### src/rtl/ipdq_pkg.sv
// Shared types and constants for the IPv4 dotted-quad parser.
package ipdq_pkg;

   localparam int POS_W = 5;
   localparam int ACC_W = 17;
   localparam int SUM_W = 21;

   localparam int MAX_COLON_POS = 21;

   localparam logic [POS_W-1:0] POS_SAT = 5'd31;
   localparam logic [ACC_W-1:0] ACC_SAT = 17'd65536;

   localparam logic [7:0] CHAR_NUL   = 8'h00;
   localparam logic [7:0] CHAR_DOT   = 8'h2E;
   localparam logic [7:0] CHAR_COLON = 8'h3A;
   localparam logic [7:0] CHAR_ZERO  = 8'h30;
   localparam logic [7:0] CHAR_NINE  = 8'h39;

   // Character held in the input register, with its valid bit.
   typedef struct packed {
      logic       vld;
      logic [7:0] char_code;
   } stage_type;

   typedef struct packed {
      logic        valid_res;
      logic [7:0]  octet_a;
      logic [7:0]  octet_b;
      logic [7:0]  octet_c;
      logic [7:0]  octet_d;
      logic [15:0] port_number;
      logic        has_port;
   } result_type;

endpackage

### src/rtl/ipdq_inreg.sv
// Input register stage of the IPv4 dotted-quad parser.
module ipdq_inreg import ipdq_pkg::*; (
   input  logic       clock,
   input  logic       reset,
   input  logic       req_valid,
   input  logic [7:0] req_char_code,
   output logic       req_stall,
   input  logic       hold,
   output stage_type  stage
);

   logic       vld_ff;
   logic       vld_in;
   logic [7:0] char_ff;
   logic [7:0] char_in;

   // The register refills whenever its item moves on to the parsing stage.
   assign req_stall = vld_ff & hold;

   always_comb begin
      vld_in  = vld_ff;
      char_in = char_ff;
      if (!req_stall) begin
         vld_in = req_valid;
         if (req_valid) begin
            char_in = req_char_code;
         end
      end
   end

   always_ff @(posedge clock) begin
      if (reset) begin
         vld_ff <= 1'b0;
      end else begin
         vld_ff <= vld_in;
      end
      char_ff <= char_in;
   end

   assign stage.vld       = vld_ff;
   assign stage.char_code = char_ff;

endmodule

### src/rtl/ipdq_engine.sv
// Parsing state and per-character update logic of the IPv4 dotted-quad parser.
module ipdq_engine import ipdq_pkg::*; (
   input  logic       clock,
   input  logic       reset,
   input  stage_type  stage,
   input  logic       load_ok,
   output logic       hold,
   output logic       res_load,
   output result_type res
);

   logic [POS_W-1:0] pos_ff, pos_in;
   logic [1:0]       dots_ff, dots_in;
   logic             colon_ff, colon_in;
   logic             err_ff, err_in;
   logic             dac_ff, dac_in;
   logic [ACC_W-1:0] acc_ff, acc_in;
   logic [7:0]       oct_ff [4];
   logic [7:0]       oct_in [4];

   logic             is_nul;
   logic             is_digit;
   logic             step;
   logic             acc_small;
   logic             ok;
   logic [3:0]       digit;
   logic [SUM_W-1:0] sum;

   assign is_nul   = (stage.char_code == CHAR_NUL);
   assign is_digit = (stage.char_code >= CHAR_ZERO) && (stage.char_code <= CHAR_NINE);
   assign digit    = 4'(stage.char_code - CHAR_ZERO);

   // A terminating character waits while the result register is still full.
   assign hold     = is_nul & ~load_ok;
   assign step     = stage.vld & ~hold;
   assign res_load = step & is_nul;

   assign acc_small = (acc_ff[ACC_W-1:8] == '0);
   assign sum = (SUM_W'(acc_ff) << 3) + (SUM_W'(acc_ff) << 1) + SUM_W'(digit);

   always_comb begin
      pos_in   = pos_ff;
      dots_in  = dots_ff;
      colon_in = colon_ff;
      err_in   = err_ff;
      dac_in   = dac_ff;
      acc_in   = acc_ff;
      oct_in   = oct_ff;

      ok = ~err_ff && (dots_ff == 2'd3);
      if (ok && !colon_ff && !acc_small) begin
         ok = 1'b0;
      end
      if (ok && colon_ff && (!dac_ff || acc_ff == '0 || acc_ff[ACC_W-1])) begin
         ok = 1'b0;
      end

      res.valid_res   = ok;
      res.octet_a     = ok ? oct_ff[0] : 8'd0;
      res.octet_b     = ok ? oct_ff[1] : 8'd0;
      res.octet_c     = ok ? oct_ff[2] : 8'd0;
      res.octet_d     = ok ? (colon_ff ? oct_ff[3] : acc_ff[7:0]) : 8'd0;
      res.port_number = (ok && colon_ff) ? acc_ff[15:0] : 16'd0;
      res.has_port    = ok & colon_ff;

      if (step) begin
         if (is_nul) begin
            pos_in   = '0;
            dots_in  = '0;
            colon_in = 1'b0;
            err_in   = 1'b0;
            dac_in   = 1'b0;
            acc_in   = '0;
            for (int i = 0; i < 4; i++) begin
               oct_in[i] = 8'd0;
            end
         end else begin
            if (pos_ff != POS_SAT) begin
               pos_in = pos_ff + 1'b1;
            end
            if (!err_ff) begin
               if (is_digit) begin
                  acc_in = (sum > SUM_W'(ACC_SAT)) ? ACC_SAT : sum[ACC_W-1:0];
                  if (colon_ff) begin
                     dac_in = 1'b1;
                  end
               end else if (stage.char_code == CHAR_DOT) begin
                  if (dots_ff == 2'd3 || colon_ff) begin
                     err_in = 1'b1;
                  end else begin
                     if (acc_small) begin
                        oct_in[dots_ff] = acc_ff[7:0];
                     end else begin
                        err_in = 1'b1;
                     end
                     acc_in  = '0;
                     dots_in = dots_ff + 1'b1;
                  end
               end else if (stage.char_code == CHAR_COLON) begin
                  if (colon_ff || dots_ff != 2'd3 || pos_ff > POS_W'(MAX_COLON_POS)) begin
                     err_in = 1'b1;
                  end else begin
                     if (acc_small) begin
                        oct_in[3] = acc_ff[7:0];
                     end else begin
                        err_in = 1'b1;
                     end
                     acc_in   = '0;
                     colon_in = 1'b1;
                  end
               end else begin
                  err_in = 1'b1;
               end
            end
         end
      end
   end

   always_ff @(posedge clock) begin
      if (reset) begin
         pos_ff   <= '0;
         dots_ff  <= '0;
         colon_ff <= 1'b0;
         err_ff   <= 1'b0;
         dac_ff   <= 1'b0;
         acc_ff   <= '0;
         for (int i = 0; i < 4; i++) begin
            oct_ff[i] <= 8'd0;
         end
      end else begin
         pos_ff   <= pos_in;
         dots_ff  <= dots_in;
         colon_ff <= colon_in;
         err_ff   <= err_in;
         dac_ff   <= dac_in;
         acc_ff   <= acc_in;
         oct_ff   <= oct_in;
      end
   end

`ifndef SYNTHESIS
   a_colon_needs_dots: assert property (@(posedge clock) disable iff (reset)
      colon_ff |-> dots_ff == 2'd3)
      else $error("colon accepted before the third dot");

   a_port_digit_after_colon: assert property (@(posedge clock) disable iff (reset)
      dac_ff |-> colon_ff)
      else $error("port digit seen without a colon");

   a_acc_saturates: assert property (@(posedge clock) disable iff (reset)
      acc_ff <= ACC_SAT)
      else $error("digit accumulator above saturation");

   a_clear_after_nul: assert property (@(posedge clock) disable iff (reset)
      res_load |=> (dots_ff == '0 && !colon_ff && !err_ff && acc_ff == '0 && pos_ff == '0))
      else $error("parser state not cleared after an item ended");
`endif

endmodule

### src/rtl/ipdq_outreg.sv
// Result register of the IPv4 dotted-quad parser.
module ipdq_outreg import ipdq_pkg::*; (
   input  logic        clock,
   input  logic        reset,
   input  logic        res_load,
   input  result_type  res,
   output logic        load_ok,
   output logic        rsp_valid,
   input  logic        rsp_stall,
   output logic        rsp_valid_res,
   output logic [7:0]  rsp_octet_a,
   output logic [7:0]  rsp_octet_b,
   output logic [7:0]  rsp_octet_c,
   output logic [7:0]  rsp_octet_d,
   output logic [15:0] rsp_port_number,
   output logic        rsp_has_port
);

   logic       vld_ff, vld_in;
   result_type res_ff, res_in;

   // The register may take a new item when empty or when its item leaves now.
   assign load_ok = ~vld_ff | ~rsp_stall;

   always_comb begin
      vld_in = vld_ff;
      res_in = res_ff;
      if (res_load) begin
         vld_in = 1'b1;
         res_in = res;
      end else if (!rsp_stall) begin
         vld_in = 1'b0;
      end
   end

   always_ff @(posedge clock) begin
      if (reset) begin
         vld_ff <= 1'b0;
      end else begin
         vld_ff <= vld_in;
      end
      res_ff <= res_in;
   end

   assign rsp_valid       = vld_ff;
   assign rsp_valid_res   = res_ff.valid_res;
   assign rsp_octet_a     = res_ff.octet_a;
   assign rsp_octet_b     = res_ff.octet_b;
   assign rsp_octet_c     = res_ff.octet_c;
   assign rsp_octet_d     = res_ff.octet_d;
   assign rsp_port_number = res_ff.port_number;
   assign rsp_has_port    = res_ff.has_port;

endmodule

### src/rtl/ipv4_dotted_quad_parser.sv
// IPv4 dotted-quad parser: takes an address string one character per item and
// returns one result item when the terminating zero character arrives.
// Input channel (req_): one character per item; any character other than zero
// updates the parsing state and gives no result.
// Result channel (rsp_): valid flag, four octets, port number and a port flag.
// An invalid string gives a result with every other field zero.
// Path: a character is held in the input register and is parsed as it leaves
// it; the result of the zero character is then held in the result register
// and shown on rsp_.
// Throughput: one character per cycle unless a zero waits. Multiply by ten,
// range compares and octet store update finish in the single parsing stage.
// Stalls: while the result register holds an item that the receiver stalls, a
// new zero character waits in the input register and req_stall rises; other
// characters keep flowing.
// Reset clears all parsing state and empties both registers; no clearing pass.
module ipv4_dotted_quad_parser import ipdq_pkg::*; (
   input  logic        clock,
   input  logic        reset,
   input  logic        req_valid,
   output logic        req_stall,
   input  logic [7:0]  req_char_code,
   output logic        rsp_valid,
   input  logic        rsp_stall,
   output logic        rsp_valid_res,
   output logic [7:0]  rsp_octet_a,
   output logic [7:0]  rsp_octet_b,
   output logic [7:0]  rsp_octet_c,
   output logic [7:0]  rsp_octet_d,
   output logic [15:0] rsp_port_number,
   output logic        rsp_has_port
);

   stage_type  stage;
   result_type res;
   logic       hold;
   logic       res_load;
   logic       load_ok;

   ipdq_inreg u_inreg (
      .clock         (clock),
      .reset         (reset),
      .req_valid     (req_valid),
      .req_char_code (req_char_code),
      .req_stall     (req_stall),
      .hold          (hold),
      .stage         (stage)
   );

   ipdq_engine u_engine (
      .clock    (clock),
      .reset    (reset),
      .stage    (stage),
      .load_ok  (load_ok),
      .hold     (hold),
      .res_load (res_load),
      .res      (res)
   );

   ipdq_outreg u_outreg (
      .clock           (clock),
      .reset           (reset),
      .res_load        (res_load),
      .res             (res),
      .load_ok         (load_ok),
      .rsp_valid       (rsp_valid),
      .rsp_stall       (rsp_stall),
      .rsp_valid_res   (rsp_valid_res),
      .rsp_octet_a     (rsp_octet_a),
      .rsp_octet_b     (rsp_octet_b),
      .rsp_octet_c     (rsp_octet_c),
      .rsp_octet_d     (rsp_octet_d),
      .rsp_port_number (rsp_port_number),
      .rsp_has_port    (rsp_has_port)
   );

endmodule
### config.mk
export PLATFORM = sky130hd
export DESIGN_NAME = ipv4_dotted_quad_parser
export DESIGN_NICKNAME = d
export VERILOG_FILES = /design/src/rtl/ipdq_pkg.sv /design/src/rtl/ipdq_inreg.sv /design/src/rtl/ipdq_engine.sv /design/src/rtl/ipdq_outreg.sv /design/src/rtl/ipv4_dotted_quad_parser.sv
export SDC_FILE = /design/constraint.sdc
export NUM_CORES = 1
export LEC_CHECK = 0
export ABC_AREA = 1
export BUFFER_PORTS_ARGS = -buffer_cell sky130_fd_sc_hd__clkbuf_2
export CORE_MARGIN = 3
export CORE_UTILIZATION = 35
export CTS_BUF_LIST = sky130_fd_sc_hd__clkbuf_4
export CTS_CLUSTER_DIAMETER = 30
export CTS_CLUSTER_SIZE = 40
export DETAILED_ROUTE_END_ITERATION = 8
export GPL_TIMING_DRIVEN = 0
export PLACE_DENSITY = 0.51
export SYNTH_ARGS = -nofsm -noshare
export SYNTH_HDL_FRONTEND = slang
export SYNTH_SLANG_ARGS = --single-unit
### constraint.sdc
create_clock -name clock -period 2.6 [get_ports clock]
set_input_delay 0.39 -clock clock [delete_from_list [all_inputs] [get_ports clock]]
set_output_delay 0.39 -clock clock [all_outputs]
set_load 0.05 [all_outputs]
* Word-level counts from Yosys, hierarchy flattened *
Cells that the tools add are included.

cells by class
  order comparisons = 6
  $add $sub $neg = 5
  reductions and logical operators = 35
  bitwise operators = 13
  equality and inequality tests = 15
  muxes and demuxes = 51

operators with widths
  cell                                                            number
  2-to-1 mux 32 bit                                               5
  2-to-1 mux 17 bit                                               8
  2-to-1 mux 8 bit                                                6
  bitwise mux 32 bit                                              1
  2-to-1 mux 24 bit                                               1
  2-to-1 mux 1 bit                                                22
  adder 20 x 18 -> 21 bit                                         1
  adder 21 x 4 -> 21 bit                                          1
  > comparator 21 x 17 -> 1 bit, second input constant            1
  zero test 17 bit                                                1
  demux 8 bit (select 2 bit)                                      1
  == test 8 x 6 -> 1 bit, second input constant                   2
  AND reduction 6 bit                                             2
  nonzero test 2 bit                                              6
  2-to-1 mux 2 bit                                                5
  2-to-1 mux 5 bit                                                2
  inequality test 2 x 1 -> 1 bit, second input constant           5
  AND reduction 5 bit                                             2
  zero test 9 bit                                                 1
  >= comparator 8 x 6 -> 1 bit, second input constant             1
  less-or-equal comparator 8 x 6 -> 1 bit, second input constant  1
  logical AND 1 bit                                               8
  zero test 8 bit                                                 1
  AND reduction 7 bit                                             1
  other kinds (23)                                                40

storage, ports and cells
  flip-flop bits (word level) = 119
  output and inout port bits = 52
  bits of input ports = 12
  word-level logic and storage cells = 145

* Depth between registers and ports, before layout *
Gate-level depths: netlist of run 1.

  depth after elaboration = 12
  mapped depth = 19
  mapped depth without buffers = 19

* Cells and area by module *
Synthesis of run 1 repeated with hierarchy kept, for this count alone.

second synthesis, totals
  cells, all modules = 841
  area, all modules = 6666.4 µm²

modules (own cells, without submodules)
  module       area each (µm²)  seq. area each (µm²)  cells an instance  instances
  ipdq_engine  4829.6           1181.1                772                1
  ipdq_outreg  1540.2           1521.5                54                 1
  ipdq_inreg   296.5            260.2                 15                 1

* Least setup slack after synthesis of run 1 *
OpenSTA, ideal clock, no wires.

  path type = register -> register
  start point = register u_engine.acc_ff[0]
  end point = register u_engine.acc_ff[10]
  path buffers = 1
  required time = 2.530 ns
  slack = -0.138 ns
  clock period less this slack = 2.738 ns
  arrival = 2.668 ns
  library setup time = 0.070 ns
  stages on the path, launching flop included = 18
  path through = dfxtp_1 > inv_1 > fa_1 > fa_1 > inv_1 > nand3_1 > nand2_2 > nand2_2 > nand2_2 > nand3_2 > nand2_1 > nand2_1 > nand2_2 > nand3_4 > nor2_8 > buf_8 > nand3_2 > a21oi_2

between the ends
  cells in the longest elaborated chain, start to end = 7

RTL lines
  element                        RTL line            text
  start: declaration             ipdq_engine.sv:17   logic [ACC_W-1:0] acc_ff, acc_in;
  start signal: assignment       ipdq_engine.sv:136  acc_ff <= acc_in;
  adder 20 x 18 -> 21 bit *      ipdq_engine.sv:39   assign sum = (SUM_W'(acc_ff) << 3) + (SUM_W'(acc_ff) << 1) + SUM_W'(digit);
  adder 21 x 4 -> 21 bit *       ipdq_engine.sv:39
  > comparator 21 x 17 -> 1 bit  ipdq_engine.sv:83   acc_in = (sum > SUM_W'(ACC_SAT)) ? ACC_SAT : sum[ACC_W-1:0];
  2-to-1 mux 17 bit *            ipdq_engine.sv:83
  2-to-1 mux 17 bit *            ipdq_engine.sv:82   if (is_digit) begin
  2-to-1 mux 17 bit *            ipdq_engine.sv:81   if (!err_ff) begin
  2-to-1 mux 17 bit *            ipdq_engine.sv:67   if (is_nul) begin

Mark *: on every way between the ends. The rest lies on a longest branch, timed or not. The select of a mux whose other input is x is not followed.
A chain may end at the register's enable or synchronous reset.

* Worst setup path in the final report of run 1 *
  start point = register u_engine.acc_ff[0]
  end point = register u_engine.acc_ff[1]

The elaborated chain is that of the path after synthesis.

==> results of run 1 <==
==> stage by stage <==
stage | hold WS [ns] | std cells
2_1_floorplan | 0.4234 | 811
6_report | 0.09667 | 1171
4_1_cts | 0.05842 | 1163
3_3_place_gp | 0.4470 | 1103
5_1_grt | 0.09009 | 1171
3_5_place_dp | 0.4459 | 1103
==> what timing repair did <==
item	CTS	global route
hold buffers	8	0
setup endpoints to repair	72	34
cloned	4	0
pin swaps	8	23
endpoints found under the hold margin	8	0
gates resized for setup	35	27
buffers inserted	16	7
==> state kept, by name, summed over array words and instances, names as in the netlist <==
name,cells
u_outreg.rsp_valid_res,1
u_outreg.rsp_octet_c,8
u_outreg.rsp_octet_d,8
u_engine.acc_ff,17
u_outreg.rsp_valid,1
u_outreg.rsp_has_port,1
u_engine.colon_ff,1
u_engine.err_ff,1
u_outreg.rsp_port_number,16
u_inreg.char_ff,8
u_engine.oct_ff,32
u_inreg.vld_ff,1
u_engine.pos_ff,5
u_engine.dots_ff,2
u_outreg.rsp_octet_a,8
u_engine.dac_ff,1
u_outreg.rsp_octet_b,8
==> cell type report <==
class	count	share of cell area, %
Clock inverter	15	1.588
Timing Repair Buffer	96	7.924
Timing Repair inverter	2	0.1850
Clock buffer	17	1.572
Buffer	25	1.727
Sequential cell	119	36.77
Multi-Input combinational cell	538	40.57
Tap cell	229	3.530
Antenna cell	1	0.03083
Inverter	129	6.105
==> final timing paths <==
| check | start | endpoint | slack [ns] | cells after the start |
|---|---|---|---|---|
| worst min register to register | u_engine.oct_ff[17] | u_engine.oct_ff[17] | 0.47 | 2 |
| worst max-delay path | u_engine.acc_ff[0] | u_engine.acc_ff[1] | -0.19 | 17 |
| worst max register to register | u_engine.acc_ff[0] | u_engine.acc_ff[1] | -0.19 | 17 |
| worst min-delay path | req_valid | u_inreg.vld_ff | 0.1 | 3 |
==> per-layer routing <==
layer | up-vias | part of all wire (%)
li1 | 2907 | -
met2 | 92 | 44
met3 | 11 | 4.6
met1 | 2532 | 51
met4 | 0 | 0.92
met5 | - | 0
==> tightest hold or removal path, delay by kind of cell <==
family	cells	cell delay (ns)
and+or+nand+nor	1	0.07
AOI/OAI and AO/OA	1	0.06
buffers and inverters	1	0.08
==> power by group through the flow <==
stage / sequential [W] / clock, W / combinational (W)
detailed placement: 0.00202 / 0 / 0.000100
finish: 0.00197 / 0.00122 / 0.000124
global placement: 0.00202 / 0 / 0.000101
CTS: 0.00197 / 0.00126 / 0.000120
global route: 0.00198 / 0.00135 / 0.000139
floorplan: 0.00202 / 0 / 0.0000691
==> kinds of logic after synthesis <==
logic type | count (synthesis) | share of synthesized area, %
flops | 119 | 44.41
fa+ha+maj | 42 | 8.102
xor+xnor | 2 | 0.2626
buf+inv | 154 | 9.302
compound gates | 102 | 9.528
simple gates | 392 | 28.39
==> layout by cell type (no fill, tap or decap), types with 15 or more instances in the layout <==
cell type    n
nand2_2     15
nand4_1     33
buf_4       21
dfxtp_1     52
inv_1      113
edfxtp_1    58
clkbuf_4    17
nand3_1     27
a21oi_1     58
nor2_1     116
a21oi_2     16
clkbuf_2    65
nand2_1    143
ha_1        36
==> impl_metrics.tcl, run 1 <==
set metrics [dict create \
    status "finished, violations left" \
    violations "negative setup slack" \
    ir_drop_mv 0.3348 \
    synth_fp_nets 865 \
    gp_congestion 0.8890 \
    dp_hpwl_um 12200 \
    core_sq_um 18330 \
    grt_overflow 0 \
    cp-start-kind "register" \
    ys.flop_type "dfxtp_1" \
    top_usage_layer "met1" \
    place_area_sq_um 7287 \
    final_nets 982 \
    max_stage_delay_ns 0.52 \
    slew_headroom_pct 53.59 \
    num_vias 5542 \
    cp_data_required_time_ns 3.07 \
    worstSetupEndpointType "register" \
    first_global_vias 5235 \
    start_util_pct 36.39 \
    use_met1_pct 24.88 \
    drc_errors 0 \
    final.min_clock_period_ns 2.790 \
    fin_area_sq_um 8117 \
    synth.distinct_cells 44 \
    final_core_util_pct 44.28 \
    final_hold_viol_count 0 \
    synthTopCellsByCount "nand2_1 (149), nor2_1 (118), inv_1 (117)" \
    cts_root_buf "clkbuf_4" \
    n_fill_cell 1861 \
    crit_buf_inv 3 \
    grt_first_pass_wirelength_um 27100 \
    crit_type "register to register" \
    routed_wl_um 16850 \
    fmax_ghz 0.3584 \
    grt_use_total_pct 16.81 \
    rsz0062_at_grt "yes" \
    crit_top_cell "nand3_2" \
    die_area_sq_um 20750 \
    drive_gt1_share_pct 25.61 \
    switching_share_pct 25.40 \
    cp_slowest_cell "fa_1" \
    ant_nets 0 \
    tightest_slew_ns 0.6962 \
    combPwrFrac_pct 3.7 \
    async_flop_share_pct 0 \
    powerDensity_nw_per_um2 409.4 \
    hold_path_class "input pin to register" \
    synth_edf_count 58 \
    rows 49 \
    gr-usage-met2_pct 24.74 \
    yosysTopAreaCell "edfxtp_1" \
    htree_levels 4 \
    cp.arrival_ns 3.26 \
    fin_ws_ns -0.1901 \
    io_buffers 63 \
    ios 64 \
    numCtsBuffers 17 \
    syn-cell-area_sq_um 6671 \
    skew_ns 0.02278 \
    die_h_um 144.1 \
    pwr-share-seq_pct 59.4 \
    cp_max_fo 6 \
    viasPerCell 4.733 \
    synth.avg_cell_area_sq_um 8.226 \
    die_w_um 144.1 \
    leakage_nw 3.225 \
    crit_family "simple AND/OR/NAND/NOR gates" \
    first_pass_iters 4 \
    drt_iter0_drc 332 \
    setup_viol 17 \
    ys_seq_elements 119 \
    area_growth_pct 21.66 \
    clock_power_share_pct 36.9 \
    finalCritPeriodShare_pct 107.3 \
    synthTopCellsByArea "edfxtp_1 (26%), dfxtp_1 (18%), nand2_1 (8.4%)" \
    finalPower_w 0.003323 \
    use_met3_pct 3.638 \
    fin_setup_tns_ns -2.821 \
    worstSkewPairLatency_ns 0.54 \
    preCtsSetupSlack_ns -0.5359 \
    cts_tree "yes" \
    cts_sinks 119 \
    multi_input_area_sq_um 3293 \
    clock_path_buffers 2 \
    cap_violations 0 \
    path_cells "clkinvlp_4 > fa_1 > fa_2 > inv_2 > nand3_2 > nand2_4 > nand3_1 > nand3_1 > nand2_1 > nand2_2 > nand2_1 > nor2_2 > nand3_2 > nand2_4 > buf_12 > nand3_2 > a21oi_2" \
    syn_inst 811 \
    drv_slew 0 \
    area.sequential_sq_um 2984 \
    synth_top_area_share_pct 26.11 \
    yosysSeqAreaShare_pct 44.41 \
    synth-warning-count 0 \
    grt_max_degree 26 \
    synth_most_common_cell "nand2_1" \
    switchingPower_w 0.0008440 \
    p_int_w 0.002479 \
    clk_pin_slew_ns 0.11 \
    routedWlPerCell_um 14.39 \
    antenna_found_initial 1 \
]
No activity file was read; power rests on OpenSTA's default activity.
==> inputs of run 2 (changes only) <==
--- a/config.mk
+++ b/config.mk
@@ -6,7 +6,7 @@
 export NUM_CORES = 1
 export LEC_CHECK = 0
 export ABC_AREA = 1
-export BUFFER_PORTS_ARGS = -buffer_cell sky130_fd_sc_hd__clkbuf_2
+export BUFFER_PORTS_ARGS = -buffer_cell sky130_fd_sc_hd__buf_2
 export CORE_MARGIN = 3
 export CORE_UTILIZATION = 35
 export CTS_BUF_LIST = sky130_fd_sc_hd__clkbuf_4
==> impl_metrics.tcl, run 2 (synthesized netlist as in run 1, its figures left out) <==
set metrics [dict create \
    hold_depth 3 \
    die_h_um 144.1 \
    multi_input_area_sq_um 3343 \
    finalCritPeriodShare_pct 108.9 \
    max_stage_delay_ns 0.55 \
    gp_congestion 0.8999 \
    hold_path_class "input pin to register" \
    drv_slew 0 \
    fmax_ghz 0.3533 \
    holdPathEnd "u_inreg.vld_ff" \
    drive_gt1_share_pct 27.59 \
    cp_slowest_cell "fa_2" \
    cts_tree "yes" \
    ir_drop_mv 0.3936 \
    area.sequential_sq_um 2982 \
    largest_register_ffs 32 \
    slew_headroom_pct 53.28 \
    cts_sinks 119 \
    die_area_sq_um 20750 \
    status "finished, violations left" \
    n_fill_cell 1834 \
    routed_wl_um 16970 \
    num_vias 5584 \
    skew_ns 0.02502 \
    final.min_clock_period_ns 2.830 \
    pwr-share-seq_pct 54.9 \
    clock_power_share_pct 41.5 \
    worstHoldStart "req_valid" \
    rsz0062_at_grt "yes" \
    grt_max_degree 27 \
    r2r_end "u_engine.acc_ff[3]" \
    path_cells "clkinvlp_4 > fa_2 > fa_2 > nand4_1 > nor2_1 > nand3_1 > nor2_1 > nand2_1 > nor2_2 > nand3_2 > nand2_4 > buf_8 > nand3_2 > a21oi_1" \
    worstSkewPairLatency_ns 0.55 \
    cp_data_required_time_ns 3.06 \
    viasPerCell 4.748 \
    reg2reg_slack_ns -0.23 \
    grt_overflow 0 \
    p_int_w 0.002703 \
    cp.arrival_ns 3.29 \
    crit_family "adder cells" \
    violations "negative setup slack" \
    final_common_cell "nand2_1" \
    mostFrequentLayoutCells "nand2_1 (138), nor2_1 (114), inv_1 (112)" \
    first_pass_iters 4 \
    io_buffers 63 \
    combPwrFrac_pct 3.6 \
    antenna_found_initial 1 \
    rr_startpoint "u_engine.acc_ff[0]" \
    grt_first_pass_wirelength_um 26990 \
    worst-r2r-cell-count 14 \
    worstSetupEndpointType "register" \
    cap_violations 0 \
    htree_levels 4 \
    routedWlPerCell_um 14.43 \
    drt_iter0_drc 296 \
    core_sq_um 18330 \
    grt_use_total_pct 16.61 \
    cp-start-kind "register" \
    place_area_sq_um 7287 \
    switching_share_pct 24.77 \
    switchingPower_w 0.0008903 \
    crit_buf_inv 2 \
    final_cells 1176 \
    top_register "u_engine.oct_ff" \
    ios 64 \
    crit_type "register to register" \
    dp_hpwl_um 12180 \
    cp_max_fo 6 \
    hold_ws_ns 0.1254 \
    fin_ws_ns -0.2302 \
    rows 49 \
    area_growth_pct 23.95 \
    cts_root_buf "clkbuf_4" \
    tightest_slew_ns 0.6978 \
    powerDensity_nw_per_um2 434.5 \
    start_util_pct 36.39 \
    final_nets 987 \
    ant_nets 0 \
    clock_path_buffers 2 \
    dp.cells 1103 \
    setup_viol 17 \
    die_w_um 144.1 \
    drc_errors 0 \
    leakage_nw 3.315 \
    first_global_vias 5232 \
    clk_pin_slew_ns 0.11 \
    numCtsBuffers 17 \
    preCtsSetupSlack_ns -0.5866 \
    final_hold_viol_count 0 \
    fin_area_sq_um 8269 \
    finalPower_w 0.003593 \
]
[run 2: how the worst max path moves through the flow]
| stage | endpoint | startpoint | slack (ns) | depth (start not counted) |
|---|---|---|---|---|
| 3_3_place_gp | u_engine.acc_ff[15] | u_engine.acc_ff[0] | -0.54 | 17 |
| 5_1_grt | u_engine.acc_ff[8] | u_inreg.char_ff[2] | -0.38 | 18 |
| 3_5_place_dp | u_engine.pos_ff[3] | u_inreg.char_ff[1] | -0.59 | 11 |
| 4_1_cts | u_engine.acc_ff[3] | u_engine.acc_ff[2] | -0.29 | 18 |
| 6_report | u_engine.acc_ff[3] | u_engine.acc_ff[0] | -0.23 | 14 |
| 2_1_floorplan | u_engine.pos_ff[3] | u_outreg.rsp_valid | 0.004 | 10 |
[run 2: area by class of cell]
cell class                 instances  share of cell area, %
clock buffer                      17                  1.543
timing repair inverter             2                 0.1513
multi-input combinational        538                  40.43
antenna                            1                0.03026
tap                              229                  3.465
buffer                            25                  1.695
timing repair buffer             101                  8.307
inverter                         129                  5.992
clock inverter                    15                  2.330
sequential                       119                  36.06
[run 2: power groups by stage]
stage	clock network, W	logic, W	registers (W)
6_report	0.00149	0.000128	0.00197
5_1_grt	0.00160	0.000143	0.00198
4_1_cts	0.00153	0.000121	0.00197
3_5_place_dp	0	0.000101	0.00202
3_3_place_gp	0	0.000101	0.00202
2_1_floorplan	0	0.0000691	0.00202
[run 2: worst reg2reg max path: stages, from the launching register on]
cell and delay, ns:
dfxtp_4 0.38, clkinvlp_4 0.11, fa_2 0.51, fa_2 0.55
nand4_1 0.09, nor2_1 0.12, nand3_1 0.13, nor2_1 0.12
nand2_1 0.07, nor2_2 0.11, nand3_2 0.09, nand2_4 0.12
buf_8 0.14, nand3_2 0.07, a21oi_1 0.14
[run 2: per-stage QoR]
stage	TNS (ns)	util, %
6_report	-3.537	45.11
5_1_grt	-5.964	45.11
4_1_cts	-4.601	43.92
3_5_place_dp	-14.95	39.75
3_3_place_gp	-12.31	39.75
2_1_floorplan	0	-
[run 2: timing repair]
item                                    4_1_cts  5_1_grt
hold endpoints to repair                      8        0
hold buffers                                  8        0
pin swaps                                    26       27
buffers inserted                             20        8
endpoints found under the setup margin       72       20
gates cloned                                  3        1
gates resized for setup                      43       37
[run 2: metal layers]
layer / track usage, % / up-vias / share of wire, %
li1: - / 2924 / -
met1: 24.27 / 2539 / 50
met2: 25.01 / 106 / 44
met3: 3.472 / 15 / 4.8
met4: 4.361 / 0 / 1.1
met5: 0 / - / 0
